$ cat config.mk
export PLATFORM = sky130hd
export DESIGN_NAME = ckeb_fifo
export DESIGN_NICKNAME = d
export VERILOG_FILES = /design/src/rtl/ckeb_pkg.sv /design/src/rtl/ckeb_fifo.sv
export SDC_FILE = /design/constraint.sdc
export NUM_CORES = 1
export LEC_CHECK = 0
export ABC_AREA = 1
export CAP_MARGIN = 25
export CELL_PAD_IN_SITES_DETAIL_PLACEMENT = 1
export CELL_PAD_IN_SITES_GLOBAL_PLACEMENT = 2
export CORE_MARGIN = 10
export CORE_UTILIZATION = 45
export DETAILED_ROUTE_END_ITERATION = 10
export DONT_BUFFER_PORTS = 1
export PLACE_DENSITY_LB_ADDON = 0.2
export SLEW_MARGIN = 20
export SYNTH_ARGS = -nofsm -noshare
export SYNTH_HDL_FRONTEND = slang
export SYNTH_SLANG_ARGS = --single-unit
export TNS_END_PERCENT = 1
$ cat constraint.sdc
create_clock -name clk -period 7.9 [get_ports clk]
set_clock_uncertainty 0.05 [all_clocks]
set_input_delay 0.79 -clock clk [delete_from_list [all_inputs] [get_ports clk]]
set_output_delay 0.79 -clock clk [all_outputs]
set_load 0.005 [all_outputs]
$ cat src/rtl/ckeb_pkg.sv
package ckeb_pkg;

  localparam int WINDOW  = 1024;
  localparam int AW      = $clog2(WINDOW);
  localparam int LW      = AW + 1;              // holds 0 .. WINDOW
  localparam int MAX_K   = 6;
  localparam int KW      = $clog2(MAX_K + 1);   // holds 0 .. MAX_K
  localparam int RW      = (MAX_K > 1) ? $clog2(MAX_K) : 1;
  localparam int IDX_W   = 20;
  localparam int COORD_W = 24;
  localparam int SQ_W    = 2 * COORD_W;         // one squared difference
  localparam int DW      = SQ_W + 2;            // s + t
  localparam int LEN_W   = 26;
  localparam int TOT_W   = 32;
  localparam int TW_W    = 16;
  localparam int MARG_W  = 20;
  localparam int NC_W    = 3;
  localparam int CFG_IW  = 2;
  localparam int CFG_DW  = 20;
  localparam int ITER    = DW / 2;
  localparam int CW      = $clog2(ITER + 1);
  localparam int FIFO_DEPTH = 4;
  localparam int FAW     = $clog2(FIFO_DEPTH);

  localparam logic [TW_W-1:0]   TW_RESET   = 16'd5898;
  localparam logic [MARG_W-1:0] MARG_RESET = 20'd1;
  localparam logic [NC_W-1:0]   NC_RESET   = 3'd6;

  typedef enum logic [CFG_IW-1:0] {
    CFG_TIME_WEIGHT   = 2'd0,
    CFG_CAUSAL_MARGIN = 2'd1,
    CFG_NEIGH_COUNT   = 2'd2,
    CFG_UNUSED        = 2'd3
  } cfg_idx_t;

  typedef enum logic [1:0] {
    ST_IDLE,
    ST_SCAN,
    ST_DRAIN,
    ST_EMIT
  } front_state_t;

  typedef enum logic [1:0] {
    BK_IDLE,
    BK_RUN,
    BK_DONE
  } back_state_t;

  typedef struct packed {
    logic signed [COORD_W-1:0] t;
    logic signed [COORD_W-1:0] x;
    logic signed [COORD_W-1:0] y;
    logic signed [COORD_W-1:0] z;
  } hit_t;

  typedef struct packed {
    logic [IDX_W-1:0] from_hit;
    logic [IDX_W-1:0] to_hit;
    logic [DW-1:0]    dsq;
    logic             last;
    logic [TOT_W-1:0] total;
  } edge_t;

  typedef struct packed {
    logic full;
    logic empty;
  } q_stat_t;

endpackage

$ cat src/rtl/ckeb_fifo.sv
module ckeb_fifo (
  input  logic               clk,
  input  logic               rst_n,
  input  logic               push,
  input  ckeb_pkg::edge_t    push_data,
  input  logic               pop,
  output ckeb_pkg::edge_t    pop_data,
  output ckeb_pkg::q_stat_t  stat
);
  import ckeb_pkg::*;

  edge_t        slot_r [FIFO_DEPTH];
  logic [FAW-1:0] wp_r, rp_r;
  logic [FAW:0]   cnt_r;
  logic           do_push, do_pop;

  assign stat.full  = (cnt_r == (FAW+1)'(FIFO_DEPTH));
  assign stat.empty = (cnt_r == '0);
  assign do_push    = push && !stat.full;
  assign do_pop     = pop && !stat.empty;
  assign pop_data   = slot_r[rp_r];

  always_ff @(posedge clk) begin
    if (do_push) slot_r[wp_r] <= push_data;
  end

  always_ff @(posedge clk) begin
    if (!rst_n) begin
      wp_r  <= '0;
      rp_r  <= '0;
      cnt_r <= '0;
    end else begin
      if (do_push) wp_r <= wp_r + 1'b1;
      if (do_pop)  rp_r <= rp_r + 1'b1;
      cnt_r <= cnt_r + (FAW+1)'(do_push) - (FAW+1)'(do_pop);
    end
  end

endmodule

== Yosys cells after proc, flatten, opt, wreduce, memory -nomap -nowiden ==
Memory sizes are Yosys's and may differ from the RTL's. A register that Yosys moved wholly into a read port is not among the register bits.
Index checks and enable logic that the tools add are counted.
W data, S select, Z words.
Operators by class
  $add $sub $neg: 4
  equal/unequal tests: 1
  mux-type cells: 4
  reduce and logical (&&, ||, !) cells: 5
Operators by type and width (number)
  $add A2 B1 Y2 const B: 2
  $mux W2: 2
  $add A3 B1 Y3: 1
  $eq A3 B3 Y1 const B: 1
  $logic_not A3 Y1: 1
  $sub A3 B1 Y3: 1
  $logic_and A1 B1 Y1: 2
  $logic_not A1 Y1: 2
  $mux W1: 2
Word-level totals
  flip-flop bits (word level): 7
  RAM bits: 492
  input bits: 127
  output and inout port bits: 125
  memories: 1
Memories
  slot_r: words 4, width 123, rd ports 1, clocked after Yosys merged registers in 1, wr ports 1, RTL line ckeb_fifo.sv:12  | edge_t slot_r [FIFO_DEPTH];

== Longest topological paths before layout ==
  depth after elaboration: 5
  depth in mapped cells: 11
  depth with buffers taken out: 11

== Least setup slack after synthesis ==
No wires, ideal clock.
  kind: input to register
  start point: input push
  end point: memory slot_r[0][0] (netlist name) (enable)
  library setup time: 607 ps
  arrival: 6020 ps
  required time: 7243 ps
  setup slack: 1223 ps
  stages: 2
  path buffers: 0
  cells stage by stage: nand2_1 > nor2_1
On the way
  word-level cells in the longest chain between the ends: 3
Ends and longest elaborated chain
  start, declared: RTL line ckeb_fifo.sv:4  | input logic push,
  $logic_and A1 B1 Y1: RTL line ckeb_fifo.sv:19  | assign do_push = push && !stat.full;
  $mux W1: RTL line ckeb_fifo.sv:24  | if (do_push) slot_r[wp_r] <= push_data;
  $mux W1 (not written as such): RTL line ckeb_fifo.sv:24
  end, declared: RTL line ckeb_fifo.sv:12
No other way between the ends.

==> impl_results.md <==
* Status: finished, final reports clean
* Power per cell area at 328 mW/mm^2
* Grt total ovfl at 0
* Routed len/inst at 24.4 microns
* Max Buffers Root-to-Sink at 3
* Worst R2R End: slot_r[3][74]
* Min-Delay Startpoint: push_data[112]
* RR Startpoint: cnt_r[1]
* Syn. warnings at 0
* IO Count at 252
* Max-cap viol count at 0
* Final setup fails at 0
* Post-Route Setup TNS at 0 ns
* Die span in y at 226 microns
* CP Class: flip-flop to primary output
* CP Capture Type: primary output
* Met2 WL post-DR at 21.8 mm
* Syn_area_per_cell at 15.2 sq um
* Seq/Total Area, Yosys at 78.2%
* Post-synthesis cell area at 0.0191 sq mm
* DP Worst Slack at 4.26 ns
* Placed insts at 1,727
* Max Clk Rate at 244 MHz
* Port bufs at 0
* Top post-synthesis cells by area: edfxtp_1 (77%), nor2_1 (4.3%), o21ai_0 (3.2%)
* Worst min path class: primary input to flip-flop
* Top sig layer: met4
* WL final at 44.4 mm
* N_diodes at 0
* Final Slew Violations at 0
* Drt pass-1 iters at 5
* Clk root buf: clkbuf_16
* Clk slew on worst S/H paths at 0.06 ns
* Crit path launch type: flip-flop
* Endpoints failing hold at 0
* Final RePlAce weighted congestion at 0.716
* Final layout net count at 1,376
* Non-Filler Instances at 1,821
* Reg2reg path depth at 5
* Slew HR at 39.5%
* # clock sinks at 501
* Pleak at 0.00674 uW
* RSZ-0062 raised after global routing: no
* WL met3 at 3.77 mm
* Num rows at 75
* Final setup margin at 3.80 ns
* Die area at 0.0512 sq mm
* Antenna Nets Post-Route at 0
* CTS tree: yes
* Detailed placement HPWL at 25.6 mm
* Reg2reg setup slack at 5.03 ns
* Worst hold path depth at 0
* Seq cells post-synth at 501
* Vias/cell at 5.58
* Min Tclk post-route at 4.10 ns
* H-tree depth at 2
* Synth-to-layout area growth at 9.86%
* Clk Latency, worst-skew pair at 0.57 ns
* Final core utilization at 50.1%
* Arrival @ worst endpoint at 3.26 ns
* Vias at 10,200
* Syn Inst Count at 1,257
* Total power at 6890 uW
* All-layer global routing usage at 17.0%
* Netlist cell types at 22
* Share of cells above drive strength 1 at 13.3%
* Met1 wire length at 17.9 mm
* WP data required at 7.06 ns
* Pin count of the biggest net entering global routing at 168
* Drc violations at 0
* Hold path endpoint: slot_r[0][112]
* Starting density of the core at 45.6%
* Core area at 0.0419 sq mm
* CTS buffer count at 51
* Die width at 226 microns
* Initial drt markers at 749
* Synth top area share at 77.2%
* Final period util at 51.9%
* Worst vdd rail ir drop at 0.000203 V
* Cts hold-fix bufs at 0
* Antenna violations before repair at 0
* Post-CTS Resized at 0
* Critical Path Fanout Max at 73
* Yosys top cell by area: edfxtp_1
* Post-CTS Setup Inserts at 0
* Slew @ Worst Pin at 0.907 ns
* Number of global-route vias before repair at 10,400
* Global-route wire length before repair at 65.6 mm
* Net Count, Synth at 1,391
## flip-flops by register name, summed over array words and instances, names as in the netlist, named ones only
| register | flops |
|---|---|
| wp_r | 2 |
| slot_r | 492 |
| rp_r | 2 |
| cnt_r | 3 |
## worst max path at each step
stage,start,endpoint,slack [ns],cells past startpoint
global placement,flip-flop,pop_data[59],4.29,4
global route,flip-flop,pop_data[16],3.46,4
CTS,flip-flop,pop_data[59],3.63,4
finish,flip-flop,pop_data[16],3.80,4
detailed placement,flip-flop,pop_data[59],4.26,4
floorplan,push,slot_r[0][0],1.22,2
## metrics by stage
step / hold WS, ns / area [sq um]
6_report: 0.255 / 21000
5_1_grt: 0.217 / 21000
4_1_cts: 0.212 / 21000
3_5_place_dp: 0.430 / 19400
3_3_place_gp: 0.414 / 19400
2_1_floorplan: 0.398 / 19100
## cells in the final DEF (no fill, tap or decap), types with 4 or more instances in the layout
cell       instances
a21oi_1            5
bufinv_16          4
nor2_1           214
clkinv_1          14
clkbuf_1           9
ha_1               6
o21ai_0          123
nand2_1           14
clkbuf_16         53
edfxtp_1         492
nand3_1            4
clkinv_2          11
inv_1             17
o22ai_2           40
buf_4              8
o21ai_1          123
dfxtp_1            7
nor2_2            40
nor2_4             4
o22ai_1           83
## power by group
group | total, uW | leakage [uW] | switching [uW] | internal (uW)
combinational | 1240 | 0.00137 | 916 | 325
clock | 2300 | 0.000790 | 952 | 1350
sequential | 3350 | 0.00458 | 111 | 3240
## synth_stat cells
library cell and count:
a21oi_1 5, nor2_2 40, buf_6 17, fa_1 1, ha_1 6, nand2_1 14
buf_12 5, inv_2 1, buf_2 24, buf_8 1, dfxtp_1 9, o22ai_2 40
inv_1 17, nand3_1 4, o22ai_1 83, o21ai_1 123, buf_4 10, nor2_1 218
clkbuf_1 23, inv_4 1, o21ai_0 123, edfxtp_1 492
## metal layers
layer | vias to the layer above | track usage [%]
met2 | 233 | 27.7
met5 | - | 0
li1 | 4717 | -
met4 | 0 | 5.43
met1 | 5169 | 20.3
met3 | 51 | 6.64
## worst max-delay path: stages (launching register included)
cell	delay, ns
dfxtp_4	0.77
buf_4	0.68
buf_4	0.55
o21ai_0	0.18
o22ai_1	0.36
## area by class of cell
| cell class | instances | area [sq um] |
|---|---|---|
| Clock buffer | 62 | 1360 |
| Clock inverter | 31 | 244 |
| Fill cell | 3964 | 20900 |
| Inverter | 19 | 83.8 |
| Multi-Input combinational cell | 657 | 3540 |
| Sequential cell | 501 | 15000 |
| Tap cell | 539 | 674 |
| Timing Repair Buffer | 12 | 148 |
## cells by family (layout without fill, tap and decap cells)
family	Yosys count	after routing	share of synthesized area, %
buf+inv	99	124	3.46
fa+ha+maj	7	7	0.497
simple gates	276	276	5.97
flops	501	501	78.2
compound gates	374	374	11.9
Note: power is estimated with default switching activity, not from simulation.
