===== src/rtl/ckeb_pkg.sv =====
package ckeb_pkg;

  localparam int WINDOW  = 1024;
  localparam int AW      = $clog2(WINDOW);
  localparam int LW      = AW + 1;              // holds 0 .. WINDOW
  localparam int MAX_K   = 6;
  localparam int KW      = $clog2(MAX_K + 1);   // holds 0 .. MAX_K
  localparam int RW      = (MAX_K > 1) ? $clog2(MAX_K) : 1;
  localparam int IDX_W   = 20;
  localparam int COORD_W = 24;
  localparam int SQ_W    = 2 * COORD_W;         // one squared difference
  localparam int DW      = SQ_W + 2;            // s + t
  localparam int LEN_W   = 26;
  localparam int TOT_W   = 32;
  localparam int TW_W    = 16;
  localparam int MARG_W  = 20;
  localparam int NC_W    = 3;
  localparam int CFG_IW  = 2;
  localparam int CFG_DW  = 20;
  localparam int ITER    = DW / 2;
  localparam int CW      = $clog2(ITER + 1);
  localparam int FIFO_DEPTH = 4;
  localparam int FAW     = $clog2(FIFO_DEPTH);

  localparam logic [TW_W-1:0]   TW_RESET   = 16'd5898;
  localparam logic [MARG_W-1:0] MARG_RESET = 20'd1;
  localparam logic [NC_W-1:0]   NC_RESET   = 3'd6;

  typedef enum logic [CFG_IW-1:0] {
    CFG_TIME_WEIGHT   = 2'd0,
    CFG_CAUSAL_MARGIN = 2'd1,
    CFG_NEIGH_COUNT   = 2'd2,
    CFG_UNUSED        = 2'd3
  } cfg_idx_t;

  typedef enum logic [1:0] {
    ST_IDLE,
    ST_SCAN,
    ST_DRAIN,
    ST_EMIT
  } front_state_t;

  typedef enum logic [1:0] {
    BK_IDLE,
    BK_RUN,
    BK_DONE
  } back_state_t;

  typedef struct packed {
    logic signed [COORD_W-1:0] t;
    logic signed [COORD_W-1:0] x;
    logic signed [COORD_W-1:0] y;
    logic signed [COORD_W-1:0] z;
  } hit_t;

  typedef struct packed {
    logic [IDX_W-1:0] from_hit;
    logic [IDX_W-1:0] to_hit;
    logic [DW-1:0]    dsq;
    logic             last;
    logic [TOT_W-1:0] total;
  } edge_t;

  typedef struct packed {
    logic full;
    logic empty;
  } q_stat_t;

endpackage


===== src/rtl/ckeb_back.sv =====
module ckeb_back (
  input  logic                         clk,
  input  logic                         rst_n,
  input  ckeb_pkg::q_stat_t            q_stat,
  input  ckeb_pkg::edge_t              q_data,
  output logic                         q_pop,
  output logic                         out_empty,
  input  logic                         out_pop,
  output logic [ckeb_pkg::IDX_W-1:0]   out_from_hit,
  output logic [ckeb_pkg::IDX_W-1:0]   out_to_hit,
  output logic [ckeb_pkg::LEN_W-1:0]   out_edge_length,
  output logic                         out_last_edge,
  output logic [ckeb_pkg::TOT_W-1:0]   out_full_causal_edges
);
  import ckeb_pkg::*;

  back_state_t state_r, state_nxt;
  edge_t       ed_r;
  logic [DW-1:0] rem_r, root_r, bit_r, sum;
  logic [CW-1:0] cnt_r;
  logic          out_valid_r, load_out, start;

  assign sum       = root_r + bit_r;
  assign out_empty = !out_valid_r;

  always_comb begin
    state_nxt = state_r;
    q_pop     = 1'b0;
    start     = 1'b0;
    load_out  = 1'b0;
    unique case (state_r)
      BK_IDLE: begin
        if (!q_stat.empty) begin
          q_pop     = 1'b1;
          start     = 1'b1;
          state_nxt = BK_RUN;
        end
      end
      BK_RUN: begin
        if (cnt_r == CW'(1)) state_nxt = BK_DONE;
      end
      BK_DONE: begin
        if (!out_valid_r || out_pop) begin
          load_out  = 1'b1;
          state_nxt = BK_IDLE;
        end
      end
      default: state_nxt = BK_IDLE;
    endcase
  end

  always_ff @(posedge clk) begin
    if (start) begin
      ed_r   <= q_data;
      rem_r  <= q_data.dsq;
      root_r <= '0;
      bit_r  <= DW'(1) << (DW - 2);
    end else if (state_r == BK_RUN) begin
      if (rem_r >= sum) begin
        rem_r  <= rem_r - sum;
        root_r <= (root_r >> 1) + bit_r;
      end else begin
        root_r <= root_r >> 1;
      end
      bit_r <= bit_r >> 2;
    end
    if (load_out) begin
      out_from_hit          <= ed_r.from_hit;
      out_to_hit            <= ed_r.to_hit;
      out_edge_length       <= (root_r > DW'({LEN_W{1'b1}})) ? {LEN_W{1'b1}}
                                                             : root_r[LEN_W-1:0];
      out_last_edge         <= ed_r.last;
      out_full_causal_edges <= ed_r.total;
    end
  end

  always_ff @(posedge clk) begin
    if (!rst_n) begin
      state_r     <= BK_IDLE;
      cnt_r       <= '0;
      out_valid_r <= 1'b0;
    end else begin
      state_r <= state_nxt;
      if (start) cnt_r <= CW'(ITER);
      else if (state_r == BK_RUN) cnt_r <= cnt_r - 1'b1;
      if (load_out) out_valid_r <= 1'b1;
      else if (out_pop) out_valid_r <= 1'b0;
    end
  end

endmodule


===== config.mk =====
export PLATFORM = sky130hd
export DESIGN_NAME = ckeb_back
export DESIGN_NICKNAME = d
export VERILOG_FILES = /design/src/rtl/ckeb_pkg.sv /design/src/rtl/ckeb_back.sv
export SDC_FILE = /design/constraint.sdc
export NUM_CORES = 1
export LEC_CHECK = 0
export ABC_AREA = 1
export BUFFER_PORTS_ARGS = -buffer_cell sky130_fd_sc_hd__clkbuf_2
export CORE_ASPECT_RATIO = 1.25
export CORE_MARGIN = 1.5
export CORE_UTILIZATION = 65
export CTS_BUF_LIST = sky130_fd_sc_hd__clkbuf_8 sky130_fd_sc_hd__clkbuf_16
export DETAILED_ROUTE_END_ITERATION = 8
export PLACE_DENSITY_LB_ADDON = 0.05
export SLEW_MARGIN = 40
export SYNTH_ARGS = -nofsm -noshare
export SYNTH_HDL_FRONTEND = slang
export SYNTH_SLANG_ARGS = --single-unit

===== constraint.sdc =====
create_clock -name clk -period 17.2 [get_ports clk]
set_input_delay 0.86 -clock clk [delete_from_list [all_inputs] [get_ports clk]]
set_output_delay 0.86 -clock clk [all_outputs]
set_load 0.02 [all_outputs]

# == Word level (Yosys, flattened, before mapping) ==
# Index checks and enable logic that the tools add are counted.
# totals
reg_bits,305
input_bits,128
output_inout_bits,101
word_cells,54
# classes
n_addsub,4
order_cmp,2
n_eq_ne,6
mux,16
bitwise_logic,1
n_reduce_logical,9
# ops
cell,n
$mux W50,4
$add A49 B49 Y50,1
$add A50 B49 Y50,1
$ge A50 B50 Y1,1
$gt A50 B26 Y1 const B,1
$sub A50 B50 Y50,1
$mux W5,2
$mux W1,6
$mux W2,3
$ne A2 B2 Y1 const B,3
$pmux W2 S3,1
$reduce_bool A2 Y1,3
$eq A5 B1 Y1 const B,1
$sub A5 B1 Y5 const B,1
$reduce_and A3 Y1,1
$eq A2 B1 Y1 const B,1
$eq A2 B2 Y1 const B,1
$logic_not A2 Y1,1
$reduce_and A2 Y1,1
$reduce_or A2 Y1,1
$logic_not A1 Y1,1
$logic_or A1 B1 Y1,1
$not A1 Y1,1

# == Depth between registers and ports, before layout ==
# Gate-level depths: netlist (run 1).
# logic_depth
word_depth,5
ltp_mapped,32
ltp_nobuf,31

# == Worst setup path after synthesis (run 1) ==
# Ideal clock, no wire load.
# synth_path
path_kind,input -> register
startpoint,input port out_pop
endpoint,register out_edge_length[0] (netlist name) (enable)
setup_time_ns,0.679
arrival_ns,7.612
t_required_ns,16.521
setup_slack_ns,8.909
stages,2
n_path_buf,0
path_cell_list,nor2_1 -> nor3_1
# synth_via
elab_chain_len,3
# synth_lines
element,line,text
start: declaration,ckeb_back.sv:8,"input logic out_pop,"
$logic_or A1 B1 Y1,ckeb_back.sv:43,if (!out_valid_r || out_pop) begin
$mux W1,ckeb_back.sv:43,
$mux W1,ckeb_back.sv:31,unique case (state_r)
net load_out,ckeb_back.sv:21,"logic out_valid_r, load_out, start;"
end signal: assignment,ckeb_back.sv:70,out_edge_length <= (root_r > DW'({LEN_W{1'b1}})) ? {LEN_W{1'b1}}
end: declaration,ckeb_back.sv:11,"output logic [ckeb_pkg::LEN_W-1:0] out_edge_length,"
# The timed path passes the listed nets, and every way through them passes these cells.
# A chain may end at the register's enable or synchronous reset.

# == Worst setup path in the final report (run 1) ==
# layout_path
startpoint,register root_r[4]
endpoint,register rem_r[25] (enable)
# layout_via
elab_chain_len,4
# layout_lines
element,line,text
start: declaration,ckeb_back.sv:19,"logic [DW-1:0] rem_r, root_r, bit_r, sum;"
start signal: assignment,ckeb_back.sv:61,root_r <= (root_r >> 1) + bit_r;
start signal: assignment,ckeb_back.sv:63,root_r <= root_r >> 1;
$add A50 B49 Y50,ckeb_back.sv:23,assign sum = root_r + bit_r;
$ge A50 B50 Y1,ckeb_back.sv:59,if (rem_r >= sum) begin
$reduce_bool A2 Y1 (no line),-,
$reduce_and A2 Y1 (no line),-,
end signal: assignment,ckeb_back.sv:55,rem_r <= q_data.dsq;
end signal: assignment,ckeb_back.sv:60,rem_r <= rem_r - sum;
end: declaration,ckeb_back.sv:19,
# Every way passes these cells.

==> out/qor.yml, run 1 <==
drt:
  routedWlPerCell_microns: 20.5
  viasPerCell: 6.06
  drc: 3
  vias: 21900
  routed_wl_mm: 74.1
  drtIter0Drc: 3039
  drt_pass1_iterations: 9
  antenna_left: 0
yosys:
  syn_inst: 2977
  ys_seq_elements: 305
  yosys_most_used_dff: "edfxtp_1"
  synth-edff-count: 222
  synth_warnings: 0
  yosys.area_share.simple_pct: 33.4
  synth-async-reset-ratio_pct: 0
  synth_compound_area_share_pct: 7.65
  synth_xor_area_share_pct: 3.02
  netlist_area_sq_mm: 0.0209
  synth_top_family_by_area: "simple AND/OR/NAND/NOR gates"
  ys_types: 49
  synthMuxAreaShare_pct: 0
  synth_fa_ha_area_share_pct: 6.33
  yosysSeqAreaShare_pct: 39.9
  avgSynthCellArea_sq_um: 7.01
  syn-num-nets: 3210
critical_path:
  worstPathRequired_ns: 17.40
  arrival_ns: 6.85
  endpoint_kind: "flop"
  cp_cell_sequence: "ha_1, nand2_1, o21ai_0, a21oi_1, o21ai_1, nand4_1, nand3_1, xor2_1, ha_1, nand3_1, nor3_2, nand2_1, nor2_1, nand2_4, nand3_4, nand2_2, nand2_2, buf_4"
  critPathLaunchType: "flop"
  max_stage_delay_ns: 0.75
  worst-path-max-fanout: 51
  crit_type: "flop to flop"
  cpMaxStageDelayCell: "nand3_4"
floorplan:
  core_area_sq_mm: 0.0317
  start_util_pct: 65.9
  die_area_sq_mm: 0.0332
  fp.dieW_microns: 163
  die_h_microns: 203
  ios: 229
  fp-row-count: 73
layout:
  drive_gt1_share_pct: 10.5
  num-fill-cells: 2386
  final_cell_mix: "nand2_1, inv_1, clkbuf_2"
  synthToLayoutAreaGrowth_pct: 12.0
  layout_commonest_cell: "nand2_1"
  nets: 3412
min_path:
  hp-class: "primary input to flop"
sta:
  worstMarginPinSlew_ns: 0.810
  relSlewSlack_pct: 46.0
  tns_ns: 0
  slew_violations: 0
  hold_viol: 0
  setup_violations: 0
  fmax_mhz: 150
  fin_crit_sh_pct: 38.6
  timing.hold.ws_ns: 0.408
  period_needed_ns: 6.65
  grt_setup_unrepaired: "no"
  finalClockSkew_ns: 0.0549
clock_network:
  post_cts_buffers: 0
  path_clk_slew_ns: 0.07
  cts_tree: "done"
  clock-sinks: 305
  cts_resized: 0
  clk-insertion-delay-late_ns: 0.63
  cts-root-buf: "clkbuf_16"
  ctsHoldBuffers: 0
  clockBufferDepth: 3
  h-tree-depth: 1
  cts_buffers: 30
pwr:
  pwr-share-clk_pct: 17.8
  seq_power_share_pct: 29.2
  power_density_mw_per_mm2: 169
  switching_share_pct: 48.2
  intPower_w: 0.00204
  power_switching_w: 0.00190
  power_frac_comb_pct: 53.0
  ir_drop_uv: 173
  leakage_nw: 11.0
place:
  portBuffers: 227
  gp_congestion: 1.01
  hpwl_mm: 54.2
global_routing:
  grt_first_pass_wirelength_mm: 113
  grt_pass1_vias: 21500
  grt_max_degree: 71
  grt_usage_pct: 44.7
  grt_overflow: 0
  antenna_found_initial: 5
status:
  violations: "DRC"
  outcome: "finished, violations left"
run:
  cap_violations: 0
power groups by stage:
stage	sequential (W)	clock [W]	combinational [W]
global route	0.00116	0.000722	0.00229
CTS	0.00114	0.000696	0.00201
detailed placement	0.00115	0	0.00196
global placement	0.00114	0	0.00187
finish	0.00115	0.000703	0.00209
floorplan	0.00108	0	0.00150
per-layer routing:
layer  vias to the layer above  global-route usage [%]  part of all wire [%]
li1                       9979                       -                     -
met1                      9726                    46.7                    32
met2                      1663                    76.1                    48
met3                       544                    9.90                    10
met4                         4                    37.9                   9.9
met5                         -                       0                 0.038
cells in the mapped netlist, types with 3 or more instances:
library cell	number	share of area, %
nand2_1	1087	20
inv_1	444	8.0
nand3_1	226	5.4
nor2_1	226	4.1
edfxtp_1	222	32
a21oi_1	116	2.8
ha_1	104	6.2
o21ai_0	97	2.3
dfxtp_1	83	8.0
nand4_1	43	1.3
xor2_1	43	1.8
buf_2	31	0.74
xnor2_1	29	1.2
nor3_1	27	0.65
clkbuf_1	26	0.47
o22ai_1	26	0.78
nand3b_1	20	0.72
o21bai_1	14	0.50
nor4_1	13	0.39
o21ai_1	13	0.31
inv_2	11	0.20
or2_2	10	0.30
nor2_2	9	0.27
and2_1	7	0.21
a31oi_1	5	0.15
o31ai_1	5	0.18
buf_1	4	0.072
buf_6	4	0.22
a21boi_0	3	0.11
a21o_1	3	0.11
a21oi_2	3	0.13
nand2_2	3	0.090
sequential cells by signal (all words and copies together), names as in the netlist:
name,count
out_edge_length,26
state_r,2
cnt_r,5
out_last_edge,1
out_full_causal_edges,32
bit_r,25
out_valid_r,1
root_r,50
rem_r,50
out_from_hit,20
out_to_hit,20
ed_r,73
critical path, delay by kind of cell (launching register included):
family | cells | cell delay (ns)
AND/OR/NAND/NOR | 11 | 3.02
adder cells (fa/ha/maj) | 2 | 0.56
buffers and inverters | 1 | 0.61
AO/OA/AOI/OAI | 3 | 1.04
XOR/XNOR | 1 | 0.29
flip-flops | 1 | 0.61
worst paths after layout:
kind	start	end	slack, ns	depth (start not counted)
max	root_r[4]$_SDFFE_PP0P_	rem_r[25]$_DFFE_PP_	10.55	18
min	q_data[88]	ed_r[88]$_DFFE_PP_	0.41	1
max reg2reg	root_r[4]$_SDFFE_PP0P_	rem_r[25]$_DFFE_PP_	10.55	18
min reg2reg	ed_r[13]$_DFFE_PP_	out_full_causal_edges[13]$_DFFE_PP_	0.42	0
final cells by class:
cell class | instances | area [sq um] | area share (%)
diodes | 1 | 2.50 | 0.0107
clock buffers | 36 | 845 | 3.61
clock inverters | 20 | 210 | 0.899
inverters | 456 | 1710 | 7.32
multi-input cells | 2149 | 10600 | 45.1
flip-flops and latches | 305 | 8330 | 35.6
well taps | 412 | 515 | 2.20
repair buffers | 237 | 1220 | 5.21
kinds of logic (layout without fill, tap and decap cells):
logic type               Yosys count  in the layout
flip-flops                       305            305
buffers and inverters            523            749
AND/OR/NAND/NOR                 1680           1680
adder cells (fa/ha/maj)          105            105
AO/OA/AOI/OAI                    292            292
other                              0              1
XOR/XNOR                          72             72
stage by stage:
stage	instances	utilization (%)	setup WS, ns	power [W]	cell area, sq um
after floorplan	2977	-	8.91	0.00258	20900
after global placement	3559	70.4	10.73	0.00301	22300
after detailed placement	3559	70.4	10.92	0.00311	22300
after CTS	3615	73.7	10.84	0.00384	23400
after global routing	3615	73.8	10.35	0.00417	23400
final	3616	73.8	10.55	0.00394	23400
Note: power is estimated with default switching activity, not from simulation.
==> run 2: changes to the inputs <==
--- a/config.mk
+++ b/config.mk
@@ -9,7 +9,7 @@
 export BUFFER_PORTS_ARGS = -buffer_cell sky130_fd_sc_hd__clkbuf_2
 export CORE_ASPECT_RATIO = 1.25
 export CORE_MARGIN = 1.5
-export CORE_UTILIZATION = 65
+export CORE_UTILIZATION = 54
 export CTS_BUF_LIST = sky130_fd_sc_hd__clkbuf_8 sky130_fd_sc_hd__clkbuf_16
 export DETAILED_ROUTE_END_ITERATION = 8
 export PLACE_DENSITY_LB_ADDON = 0.05
==> constraint.sdc (replaced) <==
create_clock -name clk -period 5.8 [get_ports clk]
set_input_delay 0.29 -clock clk [delete_from_list [all_inputs] [get_ports clk]]
set_output_delay 0.29 -clock clk [all_outputs]
set_load 0.02 [all_outputs]
==> run 2 against run 1 <==
Against the previous run: the run now ends clean; first-iteration DRC count down 51%; non-clock buffer count up 122; sequential cell count did not move; clock power grew to 3.1 times the previous value; combinational power rose to 2.9 times the previous value; cell area is 5.8% higher; global-route usage is 10 points lower; highest routed layer is now met4.
==> out/qor.yml, run 2 (synthesis results as in run 1) <==
clock_network:
  clk-insertion-delay-late_ns: 0.61
  cts_tree: "done"
  cts_buffers: 31
  h-tree-depth: 1
  post_cts_buffers: 0
  clockBufferDepth: 3
  cts-root-buf: "clkbuf_16"
  ctsHoldBuffers: 120
  path_clk_slew_ns: 0.07
  cts_resized: 0
  clock-sinks: 305
layout:
  top_regs: "ed_r: 73 flops, rem_r: 50 flops, root_r: 50 flops"
  final_core_util_pct: 64.9
  synthToLayoutAreaGrowth_pct: 18.5
  fin_cells: 3819
  regMostFlops: "ed_r"
  num-fill-cells: 3451
  final_cell_mix: "nand2_1, inv_1, clkbuf_2"
  antenna-diode-count: 0
  layout_commonest_cell: "nand2_1"
  largest_reg_flops: 73
  nets: 3535
  drive_gt1_share_pct: 10.3
drt:
  routedWlPerCell_microns: 18.0
  drtIter0Drc: 1491
  drt_pass1_iterations: 8
  antenna_left: 0
  viasPerCell: 5.41
  vias: 20700
  drc: 0
  routed_wl_mm: 68.6
place:
  gp_congestion: 1.07
  portBuffers: 227
  hpwl_mm: 51.8
  place_inst: 3641
sta:
  grt_setup_unrepaired: "no"
  period_needed_ns: 4.90
  hold_viol: 0
  setup_violations: 0
  slew_violations: 0
  tns_ns: 0
  finalClockSkew_ns: 0.0181
  fin_crit_sh_pct: 84.4
  worstMarginPinSlew_ns: 0.766
  fmax_mhz: 204
  relSlewSlack_pct: 48.9
global_routing:
  grt_pass1_vias: 20400
  grt_overflow: 0
  antenna_found_initial: 0
  grt_max_degree: 76
  grt_usage_pct: 34.5
  grt_first_pass_wirelength_mm: 106
critical_path:
  crit_type: "flop to flop"
  critPathLaunchType: "flop"
  worstPathRequired_ns: 6.07
  arrival_ns: 5.17
  endpoint_kind: "flop"
  worst-path-max-fanout: 50
floorplan:
  fp.dieW_microns: 179
  start_util_pct: 54.7
  die_area_sq_mm: 0.0399
  fp-row-count: 80
  die_h_microns: 223
  core_area_sq_mm: 0.0381
  ios: 229
run:
  cap_violations: 0
min_path:
  hp-class: "primary input to flop"
pwr:
  pwr-share-clk_pct: 18.6
  switching_share_pct: 47.0
  power_density_mw_per_mm2: 468
  intPower_w: 0.00614
  power_frac_comb_pct: 52.2
  seq_power_share_pct: 29.2
  leakage_nw: 11.5
  ir_drop_uv: 457
  power_switching_w: 0.00544
status:
  outcome: "finished clean"
## run 2: critical path, stage by stage, from the launching register on
cell,delay (ns)
dfxtp_1,0.40
ha_1,0.34
nand2_1,0.10
o21ai_0,0.24
inv_1,0.07
nand2_1,0.18
a21oi_1,0.18
o21bai_1,0.42
nand3_1,0.29
nand4_1,0.14
nand2_1,0.12
ha_1,0.38
nand2_1,0.15
nor2_1,0.19
inv_2,0.05
nor2_2,0.14
nand2_1,0.12
nor2_1,0.10
nand2_1,0.09
nand3_2,0.10
inv_2,0.05
nand3_4,0.05
nand2_2,0.19
nand2_2,0.15
buf_12,0.26
## run 2: final timing paths
kind | startpoint | to | slack (ns) | cells past startpoint
max | root_r[6]$_SDFFE_PP0P_ | rem_r[4]$_DFFE_PP_ | 0.90 | 24
min | q_data[82] | rem_r[49]$_DFFE_PP_ | 0.04 | 3
max reg2reg | root_r[6]$_SDFFE_PP0P_ | rem_r[4]$_DFFE_PP_ | 0.90 | 24
min reg2reg | ed_r[120]$_DFFE_PP_ | out_from_hit[17]$_DFFE_PP_ | 0.42 | 0
## run 2: layout make-up
type	count	area (sq um)	share of cell area (%)
clock inverter	23	234	0.946
clock buffer	35	853	3.45
tap	492	616	2.49
multi-input combinational	2149	10600	42.7
sequential	305	8330	33.7
timing repair buffer	359	2440	9.88
inverter	456	1710	6.92
## run 2: per-stage QoR
stage	total power, W	hold slack [ns]	area, sq um	setup WS, ns
floorplan	0.00765	0.388	20900	0.946
finish	0.0116	0.0377	24700	0.902
detailed placement	0.00924	0.405	22400	0.917
global route	0.0124	0.0194	24700	0.536
CTS	0.0115	0.0102	24700	0.885
global placement	0.00909	0.400	22400	0.988
## run 2: power groups by stage
stage,Sequential [W],Combinational [W],Clock [W]
after global routing,0.00343,0.00675,0.00225
after CTS,0.00336,0.00593,0.00217
after detailed placement,0.00341,0.00583,0
after global placement,0.00339,0.00570,0
after floorplan,0.00320,0.00445,0
final,0.00338,0.00604,0.00216
## run 2: layer usage
metal,up-vias,global-route usage [%],routed length [microns]
met4,0,20.6,4590
met5,-,0,0
li1,10200,-,-
met3,223,3.83,3820
met1,9423,38.5,25700
met2,799,62.1,34500
